File: config.mk
export PLATFORM = sky130hd
export DESIGN_NAME = keypad_press_qualifier
export DESIGN_NICKNAME = d
export VERILOG_FILES = /design/src/rtl/core/kpq_pkg.sv /design/src/rtl/core/kpq_scan_pack.sv /design/src/rtl/core/kpq_debounce.sv /design/src/rtl/core/keypad_press_qualifier.sv
export SDC_FILE = /design/constraint.sdc
export NUM_CORES = 1
export LEC_CHECK = 0
export BUFFER_PORTS_ARGS = -buffer_cell sky130_fd_sc_hd__buf_2
export CAP_MARGIN = 10
export CORE_MARGIN = 5
export CORE_UTILIZATION = 55
export CTS_BUF_LIST = sky130_fd_sc_hd__clkbuf_4
export DETAILED_ROUTE_END_ITERATION = 8
export PLACE_DENSITY = 0.82
export SYNTH_ARGS = -nofsm -noshare
export SYNTH_HDL_FRONTEND = slang
export SYNTH_SLANG_ARGS = --single-unit
export TNS_END_PERCENT = 1
File: constraint.sdc
create_clock -name clk -period 4.2 [get_ports clk]
set_clock_uncertainty 0.15 [all_clocks]
set_input_delay 0.84 -clock clk [delete_from_list [all_inputs] [get_ports clk]]
set_output_delay 0.84 -clock clk [all_outputs]
set_load 0.02 [all_outputs]
File: src/rtl/core/kpq_pkg.sv
// ----------------------------------------------------------------------------
// kpq_pkg
// Shared types and constants for the keypad press qualifier.
// ----------------------------------------------------------------------------
package kpq_pkg;

  localparam int unsigned ScanW   = 8;
  localparam int unsigned MaskW   = 8;
  localparam int unsigned CountW  = 4;

  // Bits 7 and 3 of each scan byte carry key state
  localparam logic [ScanW-1:0]  ScanBitPair      = 8'h88;
  // A lone bit 1 is never a legal key mask
  localparam logic [MaskW-1:0]  IllegalLoneMask  = 8'h02;
  localparam logic [CountW-1:0] StableReadsReset = 4'd3;

  // One input beat: four raw scan bytes
  typedef struct packed {
    logic [ScanW-1:0] scan_byte_0;
    logic [ScanW-1:0] scan_byte_1;
    logic [ScanW-1:0] scan_byte_2;
    logic [ScanW-1:0] scan_byte_3;
  } kpq_scan_t;

  // One output beat
  typedef struct packed {
    logic [MaskW-1:0] pressed_keys;
    logic             press_event;
  } kpq_result_t;

  // Packed key mask and its legality flag
  typedef struct packed {
    logic [MaskW-1:0] mask;
    logic             ok;
  } kpq_mask_t;

endpackage

File: src/rtl/core/kpq_scan_pack.sv
// ----------------------------------------------------------------------------
// kpq_scan_pack
// Folds four scan bytes into one key mask and flags legal masks.
// ----------------------------------------------------------------------------
module kpq_scan_pack (
  input  kpq_pkg::kpq_scan_t scan,
  output kpq_pkg::kpq_mask_t packed_mask
);

  logic [kpq_pkg::MaskW-1:0] mask;
  logic                      single_bit;

  // byte k contributes bits 7 and 3, shifted right by k
  assign mask = (scan.scan_byte_0 & kpq_pkg::ScanBitPair)
              | ((scan.scan_byte_1 & kpq_pkg::ScanBitPair) >> 1)
              | ((scan.scan_byte_2 & kpq_pkg::ScanBitPair) >> 2)
              | ((scan.scan_byte_3 & kpq_pkg::ScanBitPair) >> 3);

  // legal: no key, or exactly one key other than the lone bit 1
  assign single_bit = (mask != '0)
                   && ((mask & (mask - kpq_pkg::MaskW'(1))) == '0);

  assign packed_mask.mask = mask;
  assign packed_mask.ok   = (mask == '0)
                         || (single_bit && (mask != kpq_pkg::IllegalLoneMask));

endmodule

File: src/rtl/core/kpq_debounce.sv
// ----------------------------------------------------------------------------
// kpq_debounce
// Candidate / repeat-count debounce and press-from-idle detection.
// ----------------------------------------------------------------------------
module kpq_debounce (
  input  logic                       clk,
  input  logic                       rst,
  input  logic                       step,
  input  kpq_pkg::kpq_mask_t         scan_mask,
  input  logic [kpq_pkg::CountW-1:0] stable_reads,
  output kpq_pkg::kpq_result_t       result
);

  logic [kpq_pkg::MaskW-1:0]  candidate_mask, candidate_mask_next;
  logic [kpq_pkg::CountW-1:0] repeat_count, repeat_count_next;
  logic [kpq_pkg::MaskW-1:0]  accepted_mask, accepted_mask_next;
  logic                       stable;

  // next debounce state and result for the beat in the input stage
  always_comb begin
    candidate_mask_next = candidate_mask;
    repeat_count_next   = repeat_count;
    accepted_mask_next  = accepted_mask;
    stable              = 1'b0;
    result              = '0;
    if (scan_mask.ok) begin
      if (scan_mask.mask != candidate_mask) begin
        candidate_mask_next = scan_mask.mask;
        repeat_count_next   = kpq_pkg::CountW'(1);
      end else if (repeat_count < stable_reads) begin
        repeat_count_next = repeat_count + kpq_pkg::CountW'(1);
      end
      stable = (repeat_count_next >= stable_reads);
      if (stable && (scan_mask.mask != accepted_mask)) begin
        accepted_mask_next = scan_mask.mask;
        // report only a press out of the all-released state
        if (accepted_mask == '0) begin
          result.pressed_keys = scan_mask.mask;
          result.press_event  = 1'b1;
        end
      end
    end
  end

  // state commits once per beat passed to the output stage
  always_ff @(posedge clk) begin
    if (rst) begin
      candidate_mask <= '0;
      repeat_count   <= '0;
      accepted_mask  <= '0;
    end else if (step) begin
      candidate_mask <= candidate_mask_next;
      repeat_count   <= repeat_count_next;
      accepted_mask  <= accepted_mask_next;
    end
  end

endmodule

File: src/rtl/core/keypad_press_qualifier.sv
// ----------------------------------------------------------------------------
// keypad_press_qualifier
// Debounces key-scan reads and reports new key presses seen from idle.
// ----------------------------------------------------------------------------
// Usage:
//   Input channel (in_valid / in_stall / in_data) takes one beat per scan
//   read: four raw bytes. Output channel (out_valid / out_stall / out_data)
//   gives exactly one beat per input beat, in order: the newly pressed key
//   mask and a press flag, both zero when nothing new is reported.
//   A beat passes two register stages: input stage, then result stage.
//   Throughput: one beat per cycle while out_stall is low; the debounce
//   state is read and updated in the single step between the input and
//   result registers. The stable_reads register (reset value 3) is written
//   through cfg_we / cfg_wdata; the user must do so only while the block
//   is idle, as the block itself does not enforce it. Reset (rst,
//   synchronous) empties both stages and clears the debounce state. When
//   out_stall and out_valid are high the result stage holds; one more beat
//   is taken into the input stage, after which in_stall rises.
// ----------------------------------------------------------------------------
module keypad_press_qualifier (
  input  logic                       clk,
  input  logic                       rst,
  input  logic                       in_valid,
  output logic                       in_stall,
  input  kpq_pkg::kpq_scan_t         in_data,
  output logic                       out_valid,
  input  logic                       out_stall,
  output kpq_pkg::kpq_result_t       out_data,
  input  logic                       cfg_we,
  input  logic [kpq_pkg::CountW-1:0] cfg_wdata
);

  logic [kpq_pkg::CountW-1:0] stable_reads;
  kpq_pkg::kpq_mask_t         in_mask;
  kpq_pkg::kpq_mask_t         s1_mask;
  logic                       s1_valid;
  logic                       advance;
  logic                       step;
  kpq_pkg::kpq_result_t       result;

  // configuration register
  always_ff @(posedge clk) begin
    if (rst) begin
      stable_reads <= kpq_pkg::StableReadsReset;
    end else if (cfg_we) begin
      stable_reads <= cfg_wdata;
    end
  end

  kpq_scan_pack u_pack (
    .scan        (in_data),
    .packed_mask (in_mask)
  );

  // flow control: result stage moves when empty or not stalled
  assign advance  = !out_valid || !out_stall;
  assign in_stall = s1_valid && !advance;
  assign step     = advance && s1_valid;

  // input stage
  always_ff @(posedge clk) begin
    if (rst) begin
      s1_valid <= 1'b0;
    end else if (advance || !s1_valid) begin
      s1_valid <= in_valid;
    end
  end

  always_ff @(posedge clk) begin
    if ((advance || !s1_valid) && in_valid) begin
      s1_mask <= in_mask;
    end
  end

  kpq_debounce u_debounce (
    .clk          (clk),
    .rst          (rst),
    .step         (step),
    .scan_mask    (s1_mask),
    .stable_reads (stable_reads),
    .result       (result)
  );

  // result stage
  always_ff @(posedge clk) begin
    if (rst) begin
      out_valid <= 1'b0;
    end else if (advance) begin
      out_valid <= s1_valid;
    end
  end

  always_ff @(posedge clk) begin
    if (step) begin
      out_data <= result;
    end
  end

  // a reported press always carries exactly one key
  a_press_onehot: assert property (@(posedge clk) disable iff (rst)
    (out_valid && out_data.press_event) |-> $onehot(out_data.pressed_keys))
    else $error("press reported without a single key");

  // no key mask without a press flag
  a_quiet_zero: assert property (@(posedge clk) disable iff (rst)
    (out_valid && !out_data.press_event) |-> (out_data.pressed_keys == '0))
    else $error("key mask reported without press flag");

  // lone bit 1 is never reported
  a_no_lone_bit: assert property (@(posedge clk) disable iff (rst)
    out_valid |-> (out_data.pressed_keys != kpq_pkg::IllegalLoneMask))
    else $error("illegal lone key reported");

  // input stage can only block while the output is stalled
  a_stall_cause: assert property (@(posedge clk) disable iff (rst)
    in_stall |-> (out_valid && out_stall && s1_valid))
    else $error("input stalled without output backpressure");

  // both stages are empty right after reset
  a_reset_empty: assert property (@(posedge clk)
    $past(rst) |-> (!out_valid && !s1_valid))
    else $error("pipeline not empty after reset");

endmodule
# Word level (Yosys, flattened, before mapping)
# Index checks and enable logic that the tools add are counted.
[totals] output_inout_bits=11 ff_bits=44 input_bits=41
[classes] eq_ne=3 n_reduce_logical=22 n_mux=4 n_addsub=2 order_cmp=2 n_bitwise=4
[op_table] cell="8-bit zero test" count=3
[op_table] cell="8-bit != test" count=2
[op_table] cell="4-bit 2-to-1 mux" count=3
[op_table] cell="3-bit AND reduction" count=3
[op_table] cell="8-bit AND" count=1
[op_table] cell="8-bit by 2-bit != test with 1-bit output, second input constant" count=1
[op_table] cell="8-bit by 5-bit bitwise OR with 8-bit output" count=1
[op_table] cell="8-bit by 6-bit bitwise OR with 8-bit output" count=1
[op_table] cell="8-bit by 7-bit bitwise OR with 8-bit output" count=1
[op_table] cell="8-bit nonzero test" count=1
[op_table] cell="8-bit by 1-bit subtractor with 8-bit output, second input constant" count=1
[op_table] cell="1-bit logical AND" count=6
[op_table] cell="4-bit by 1-bit adder with 4-bit output, second input constant" count=1
[op_table] cell="4-bit >= comparator" count=1
[op_table] cell="1-bit zero test" count=4
[op_table] cell="4-bit less-than comparator" count=1
[op_table] cell="2-bit AND reduction" count=2
[op_table] cell="1-bit logical OR" count=3
[op_table] cell="1-bit 2-to-1 mux" count=1

# Logic depth before layout (Yosys ltp)
# Gate-level depths: netlist of the first run.
[logic_depth] word_depth=9 ltp_mapped=14

# Cells and area by module
# A second synthesis of the first run with hierarchy kept.
[hier_totals] hier_cells=208 hier_area_um2=2262.2
[modules_own_cells] mod="kpq_debounce" seq_area_each_um2=400.4 n_inst=1 cells_per_inst=153 area_per_inst_um2=1388.8
[modules_own_cells] mod="keypad_press_qualifier" seq_area_each_um2=660.6 n_inst=1 cells_per_inst=40 area_per_inst_um2=755.7
[modules_own_cells] mod="kpq_scan_pack" seq_area_each_um2=0.0 n_inst=1 cells_per_inst=15 area_per_inst_um2=117.6

# Least setup slack after synthesis of the first run
# No wires, ideal clock.
[synth_path] path_kind="register to register" startpoint="reg stable_reads[2] in the netlist's numbering" endpoint="reg u_debounce.accepted_mask[1] in the netlist's numbering" required_time_ps=3992 path_stages_with_launch=15 slack_ps=1058 t_arrival_ps=2934 cell_sequence="dfxtp_1 > inv_1 > ha_1 > or2_2 > a21oi_1 > nor2_1 > xnor2_1 > nor2_1 > ha_1 > nand2b_1 > a211o_1 > a21oi_2 > or3_1 > clkbuf_1 > a31o_2"
[synth_via] elab_chain_len=7
[synth_rtl] element="start: declaration" line="keypad_press_qualifier.sv:33" source="logic [kpq_pkg::CountW-1:0] stable_reads;"
[synth_rtl] element="start signal: assignment" line="keypad_press_qualifier.sv:44" source="stable_reads <= kpq_pkg::StableReadsReset;"
[synth_rtl] element="start signal: assignment" line="keypad_press_qualifier.sv:46" source="stable_reads <= cfg_wdata;"
[synth_rtl] element="4-bit less-than comparator" line="kpq_debounce.sv:30" source="end else if (repeat_count < stable_reads) begin"
[synth_rtl] element="4-bit 2-to-1 mux" line="kpq_debounce.sv:30"
[synth_rtl] element="4-bit 2-to-1 mux" line="kpq_debounce.sv:27" source="if (scan_mask.mask != candidate_mask) begin"
[synth_rtl] element="4-bit 2-to-1 mux" line="kpq_debounce.sv:26" source="if (scan_mask.ok) begin"
[synth_rtl] element="4-bit >= comparator (*)" line="kpq_debounce.sv:33" source="stable = (repeat_count_next >= stable_reads);"
[synth_rtl] element="1-bit logical AND (*)" line="kpq_debounce.sv:34" source="if (stable && (scan_mask.mask != accepted_mask)) begin"
[synth_rtl] element="3-bit AND reduction (no source line) (*)"
[synth_rtl] element="end signal: assignment" line="kpq_debounce.sv:54" source="accepted_mask <= accepted_mask_next;"
[synth_rtl] element="end: declaration" line="kpq_debounce.sv:16" source="logic [kpq_pkg::MaskW-1:0] accepted_mask, accepted_mask_next;"
# Mark *: on every way between the ends. The rest lies on a longest branch, timed or not. The select of a mux whose other input is x is not followed.
# A chain may end at the register's enable or synchronous reset.

# Worst setup path after layout of the first run
[layout_path] startpoint="reg u_debounce.repeat_count[2] in the netlist's numbering" endpoint="reg out_data[6] in the netlist's numbering (data pin)"
[layout_via] elab_chain_len=7 word_cells_on_any_way=8 classes_between="1 x add/sub; 2 x order compare; 3 x mux; 2 x reduce/logical"
[layout_rtl] element="start: declaration" line="kpq_debounce.sv:15" source="logic [kpq_pkg::CountW-1:0] repeat_count, repeat_count_next;"
[layout_rtl] element="start signal: assignment" line="kpq_debounce.sv:53" source="repeat_count <= repeat_count_next;"
[layout_rtl] element="4-bit by 1-bit adder with 4-bit output or 4-bit less-than comparator (tied branches)" line="kpq_debounce.sv:31, kpq_debounce.sv:30"
[layout_rtl] element="4-bit 2-to-1 mux (*)" line="kpq_debounce.sv:30"
[layout_rtl] element="4-bit 2-to-1 mux (*)" line="kpq_debounce.sv:27"
[layout_rtl] element="4-bit 2-to-1 mux (*)" line="kpq_debounce.sv:26"
[layout_rtl] element="4-bit >= comparator (*)" line="kpq_debounce.sv:33"
[layout_rtl] element="1-bit logical AND (*)" line="kpq_debounce.sv:34"
[layout_rtl] element="3-bit AND reduction (no source line) (*)"
[layout_rtl] element="end signal: assignment" line="keypad_press_qualifier.sv:95" source="out_data <= result;"
[layout_rtl] element="end: declaration" line="keypad_press_qualifier.sv:28" source="output kpq_pkg::kpq_result_t out_data,"
# Marks and branches as above.

==> impl_metrics.json, run 1 <==
{
  "status": "finished clean",
  "ys_top_cells_by_count": "dfxtp_1, edfxtp_1, nor2_1",
  "start_util_pct": 57.9,
  "critPathMaxFanout": 10,
  "synth-simple-area-share_pct": 19.7,
  "seq_power_share_pct": 58.4,
  "whs_ns": 0.362,
  "grt_pass1_wl_microns": 6510,
  "syn_nets": 248,
  "synth_cell_types": 40,
  "cts_resized": 0,
  "pwr-share-comb_pct": 10.0,
  "path_class": "reg2reg",
  "synth_compound_area_share_pct": 10.5,
  "dpl.cell_count": 269,
  "tns_ns": 0,
  "yosys-mux-area-fraction_pct": 5.11,
  "grt_max_degree": 20,
  "netlist_instances": 199,
  "rr_worst_depth": 12,
  "synth-seq-cells": 44,
  "setup_viol": 0,
  "cts-root-buf": "clkbuf_4",
  "end_kind": "flip-flop",
  "hpwl_microns": 2860,
  "place.gp.congestion": 0.856,
  "drt_iter0_markers": 92,
  "vias": 1563,
  "cellPowerDensity_nw_per_um2": 338,
  "layout.nets": 277,
  "hold_viol": 0,
  "min_to": "stable_reads[2]",
  "rows": 22,
  "ff_latch_area_sq_um": 1060,
  "rr_startpoint": "u_debounce.repeat_count[2]",
  "grt_usage_pct": 15.8,
  "r2r_slack_ns": 0.56,
  "synth_fa_ha_area_share_pct": 5.58,
  "drcViolationCount": 0,
  "core-area_sq_um": 3720,
  "synth_area_sq_um": 2150,
  "cts_sinks": 44,
  "crit_path_max_incr_delay_ns": 0.46,
  "p_int_w": 0.000620,
  "period_share_pct": 86.6,
  "rsz0062_at_grt": "no",
  "ioPinCount": 52,
  "tightest_slew_ns": 0.836,
  "cp_slowest_cell": "dfxtp_1",
  "drt-vias-per-instance": 5.64,
  "rr_endpoint": "out_data[6]",
  "path_cells": "ha_1, or2_2, a21oi_1, nor2_1, xnor2_1, nor2_1, ha_1, nand2b_1, a211o_1, a21oi_2, nor3_1, and2_1",
  "ant_nets": 0,
  "multi_input_area_sq_um": 1050,
  "areaGrowthSynthToFinish_pct": 12.1,
  "ys_seq_area_share_pct": 49.3,
  "syn_avg_cell_area_sq_um": 10.8,
  "grt_pass1_vias": 1408,
  "final_cell_count_no_fill": 277,
  "synth_edf_count": 18,
  "grt.overflow.total": 0,
  "worstPathRequired_ns": 4.17,
  "relSlewSlack_pct": 43.9,
  "synth_flop_cell": "dfxtp_1",
  "critPathArrivalTime_ns": 3.61,
  "path_clk_slew_ns": 0.13,
  "drive_above_1_share_pct": 22.3,
  "holdPathStages": 2,
  "peakVddDrop_uv": 419,
  "antenna_found_initial": 0,
  "synth-async-reset-ratio_pct": 0,
  "portBuffers": 27,
  "htree_levels": 2,
  "nFillCells": 324,
  "cts_buffers": 5,
  "synth_top_family_by_area": "simple AND/OR/NAND/NOR gates",
  "dieArea_sq_um": 5270,
  "drtPass1Iterations": 4,
  "worstHoldStart": "stable_reads[2]",
  "drv_cap": 0,
  "yosys.area.top_type": "edfxtp_1",
  "cp-start-kind": "flip-flop",
  "avgRoutedWirePerCell_microns": 14.0,
  "clk_latency_ns": 0.35,
  "synth_area_leaders": "edfxtp_1, dfxtp_1, mux2i_1, ha_1, xor2_1",
  "cts_hold_buffers": 0,
  "postCtsSetupBuffers": 0,
  "postRouteWirelength_microns": 3870,
  "period_needed_ns": 3.64,
  "p_clk_share_pct": 31.6,
  "max_freq_mhz": 275,
  "p_sw_share_pct": 23.9,
  "power.leakage_nw": 0.913,
  "yosysMostFrequentCell": "dfxtp_1",
  "switchingPower_w": 0.000195,
  "clock_path_buffers": 2,
  "fp.dieH_microns": 72.6,
  "yosysWarnings": 0,
  "n_antenna_cell": 0,
  "tritoncts": "yes",
  "die_width_microns": 72.6,
  "synth_top_area_share_pct": 25.1,
  "hp-class": "reg2reg",
  "synthXorXnorAreaFrac_pct": 7.73,
  "slew_viol_final": 0
}
## final cells by class
class	instances	share of cell area, %
clock inverter	3	1.76
inverter	6	0.933
clock buffer	5	1.56
tap	48	2.49
sequential	44	44.0
timing repair buffer	28	5.91
multi-input combinational	143	43.4
## metrics by stage
step | setup slack, ns | area, sq um | total power (W) | utilization [%]
after floorplan | 1.06 | 2150 | 0.000540 | -
after global placement | 0.654 | 2330 | 0.000564 | 62.8
after detailed placement | 0.655 | 2330 | 0.000567 | 62.8
after CTS | 0.622 | 2410 | 0.000822 | 64.9
after global routing | 0.416 | 2410 | 0.000855 | 64.9
final | 0.564 | 2410 | 0.000815 | 64.9
## cells by family after synthesis
family,after synthesis
simple gates,75
flops,44
compound gates,28
xor+xnor,19
buf+inv,12
mux,11
fa+ha+maj,10
## routing by layer
metal	part of all wire [%]	routed length (microns)	vias to the layer above	GRT usage, %
met1	46	1780	735	21.6
li1	-	-	779	-
met3	6.4	246	8	4.55
met4	1.8	71	0	5.74
met5	0	0	-	0
met2	46	1780	41	23.8
## power by group through the flow
stage	clock, W	sequential [W]	combinational [W]
after CTS	0.000264	0.000476	0.0000819
after detailed placement	0	0.000486	0.0000815
after floorplan	0	0.000489	0.0000519
after global placement	0	0.000485	0.0000794
final	0.000258	0.000476	0.0000813
after global routing	0.000287	0.000478	0.0000903
## worst max-delay path by stage
stage	cells past startpoint	from	slack [ns]	to
global placement	12	u_debounce.repeat_count[2]	0.65	out_data[1]
floorplan	14	stable_reads[2]	1.06	u_debounce.accepted_mask[1]
CTS	12	u_debounce.repeat_count[2]	0.62	out_data[6]
detailed placement	12	u_debounce.repeat_count[2]	0.66	out_data[6]
global route	12	u_debounce.repeat_count[2]	0.42	out_data[6]
finish	12	u_debounce.repeat_count[2]	0.56	out_data[6]
## state kept, by name (all words and copies together), names as in the netlist
signal,flops
out_data,9
u_debounce.candidate_mask,8
s1_mask,9
stable_reads,4
s1_valid,1
u_debounce.accepted_mask,8
out_valid,1
u_debounce.repeat_count,4
## worst max-delay path: cells and delay by family, from the launching register on
| kind | cells | cell delay [ns] |
|---|---|---|
| AO/OA/AOI/OAI | 3 | 0.94 |
| AND/OR/NAND/NOR | 6 | 1.21 |
| adder cells (fa/ha/maj) | 2 | 0.50 |
| XOR/XNOR | 1 | 0.16 |
| flip-flops | 1 | 0.46 |
## cells in the final DEF, fill, tap and decap left out, types with 3 or more instances in the layout
cell type  count
buf_2         27
dfxtp_1       26
edfxtp_1      18
nor2_1        17
nand2_1       15
mux2i_1       11
xor2_1        10
nor4_1        10
xnor2_1        9
and2_1         9
a31o_2         8
ha_1           8
inv_1          5
clkbuf_4       5
nor3_1         4
a21oi_1        3
o21ai_0        3
nand3_1        3
or4_1          3
a31oi_1        3
Power figures use the tool's default switching activity.
==> run 2, diff against run 1 <==
Settings changed: CORE_ASPECT_RATIO from default to 0.8.
==> run 2 against run 1 <==
Critical path depth unchanged; sequential power about the same; count of clock-buffer cells in the layout increased by 1; highest routed layer unchanged.
==> impl_metrics.json, run 2 (same netlist as run 1, synthesis figures left out) <==
{
  "start_util_pct": 57.0,
  "dieArea_sq_um": 5270,
  "drt_iter0_markers": 98,
  "ff_latch_area_sq_um": 1060,
  "reg_top3": "out_data x9, s1_mask x9",
  "grt_max_degree": 20,
  "grt_pass1_vias": 1444,
  "cp-start-kind": "flip-flop",
  "tightest_slew_ns": 0.806,
  "htree_levels": 2,
  "postRouteWirelength_microns": 3970,
  "die_width_microns": 80.0,
  "final_common_cell": "buf_2",
  "path_clk_slew_ns": 0.13,
  "clock_path_buffers": 2,
  "portBuffers": 27,
  "drt-vias-per-instance": 5.45,
  "cts_hold_buffers": 0,
  "critPathArrivalTime_ns": 3.60,
  "relSlewSlack_pct": 45.9,
  "core-area_sq_um": 3780,
  "layout_common_cells": "buf_2, dfxtp_1, edfxtp_1",
  "drcViolationCount": 0,
  "rows": 20,
  "drtPass1Iterations": 4,
  "grt_usage_pct": 16.1,
  "cts_sinks": 44,
  "r2r_slack_ns": 0.56,
  "setup_viol": 0,
  "nFillCells": 320,
  "areaGrowthSynthToFinish_pct": 11.4,
  "hp-class": "reg2reg",
  "clk_latency_ns": 0.33,
  "total_power_w": 0.000757,
  "drv_cap": 0,
  "cellPowerDensity_nw_per_um2": 316,
  "cts_resized": 0,
  "critPathMaxFanout": 10,
  "peakVddDrop_uv": 331,
  "ant_nets": 0,
  "tns_ns": 0,
  "tritoncts": "yes",
  "cts-root-buf": "clkbuf_4",
  "period_needed_ns": 3.64,
  "grt.overflow.total": 0,
  "slew_viol_final": 0,
  "hold_viol": 0,
  "drive_above_1_share_pct": 22.7,
  "avgRoutedWirePerCell_microns": 14.0,
  "cts_buffers": 5,
  "ioPinCount": 52,
  "vias": 1547,
  "hpwl_microns": 2880,
  "grt_pass1_wl_microns": 6620,
  "multi_input_area_sq_um": 1050,
  "power.leakage_nw": 0.902,
  "layout.nets": 277,
  "postCtsSetupBuffers": 0,
  "worstPathRequired_ns": 4.16,
  "period_share_pct": 86.6,
  "place.gp.congestion": 0.865,
  "n_antenna_cell": 0,
  "status": "finished clean",
  "max_freq_mhz": 275,
  "end_kind": "flip-flop",
  "rsz0062_at_grt": "no",
  "antenna_found_initial": 0,
  "fp.dieH_microns": 66.0,
  "path_class": "reg2reg"
}
-- run 2: per-stage QoR --
step	area (sq um)	cells	hold slack [ns]	worst slack (ns)	util (%)
global placement	2340	276	0.315	0.671	62.0
finish	2400	284	0.349	0.561	63.5
detailed placement	2340	276	0.332	0.609	62.0
CTS	2400	284	0.363	0.595	63.5
floorplan	2150	199	0.294	1.06	-
global route	2400	284	0.389	0.328	63.5
-- run 2: area by class of cell --
cell class                      instances  share of cell area [%]
Clock buffer                            6                    1.88
Clock inverter                          2                   0.469
Inverter                                6                   0.939
Multi-Input combinational cell        143                    43.7
Sequential cell                        44                    44.2
Tap cell                               55                    2.87
Timing Repair Buffer                   28                    5.95
-- run 2: critical path, stage by stage, from the launching register on --
cell      delay (ns)
dfxtp_1         0.45
ha_1            0.26
or2_2           0.27
a21oi_1         0.28
nor2_1          0.17
xnor2_1         0.16
nor2_1          0.11
ha_1            0.23
nand2b_1        0.14
a211o_1         0.30
a21oi_2         0.40
nor3_1          0.25
and2_1          0.24
-- run 2: worst paths after layout --
check	from	endpoint	depth (start not counted)
worst max register to register	u_debounce.repeat_count[2]	out_data[7]	12
worst min-delay path	s1_valid	out_valid	2
worst max-delay path	u_debounce.repeat_count[2]	out_data[7]	12
worst min register to register	s1_valid	out_valid	2
-- run 2: power by group --
part	switching (W)	internal, W	total (W)
Sequential	0.0000145	0.000462	0.000476
Combinational	0.0000482	0.0000337	0.0000819
Clock	0.000128	0.0000709	0.000199
Total	0.000191	0.000566	0.000757
-- run 2: routing by layer --
metal	vias to the layer above	track usage [%]	part of all wire, %
li1	780	-	-
met2	38	24.7	45
met1	725	22.6	49
met4	0	4.22	0.83
met5	-	0	0
met3	4	4.22	5.0
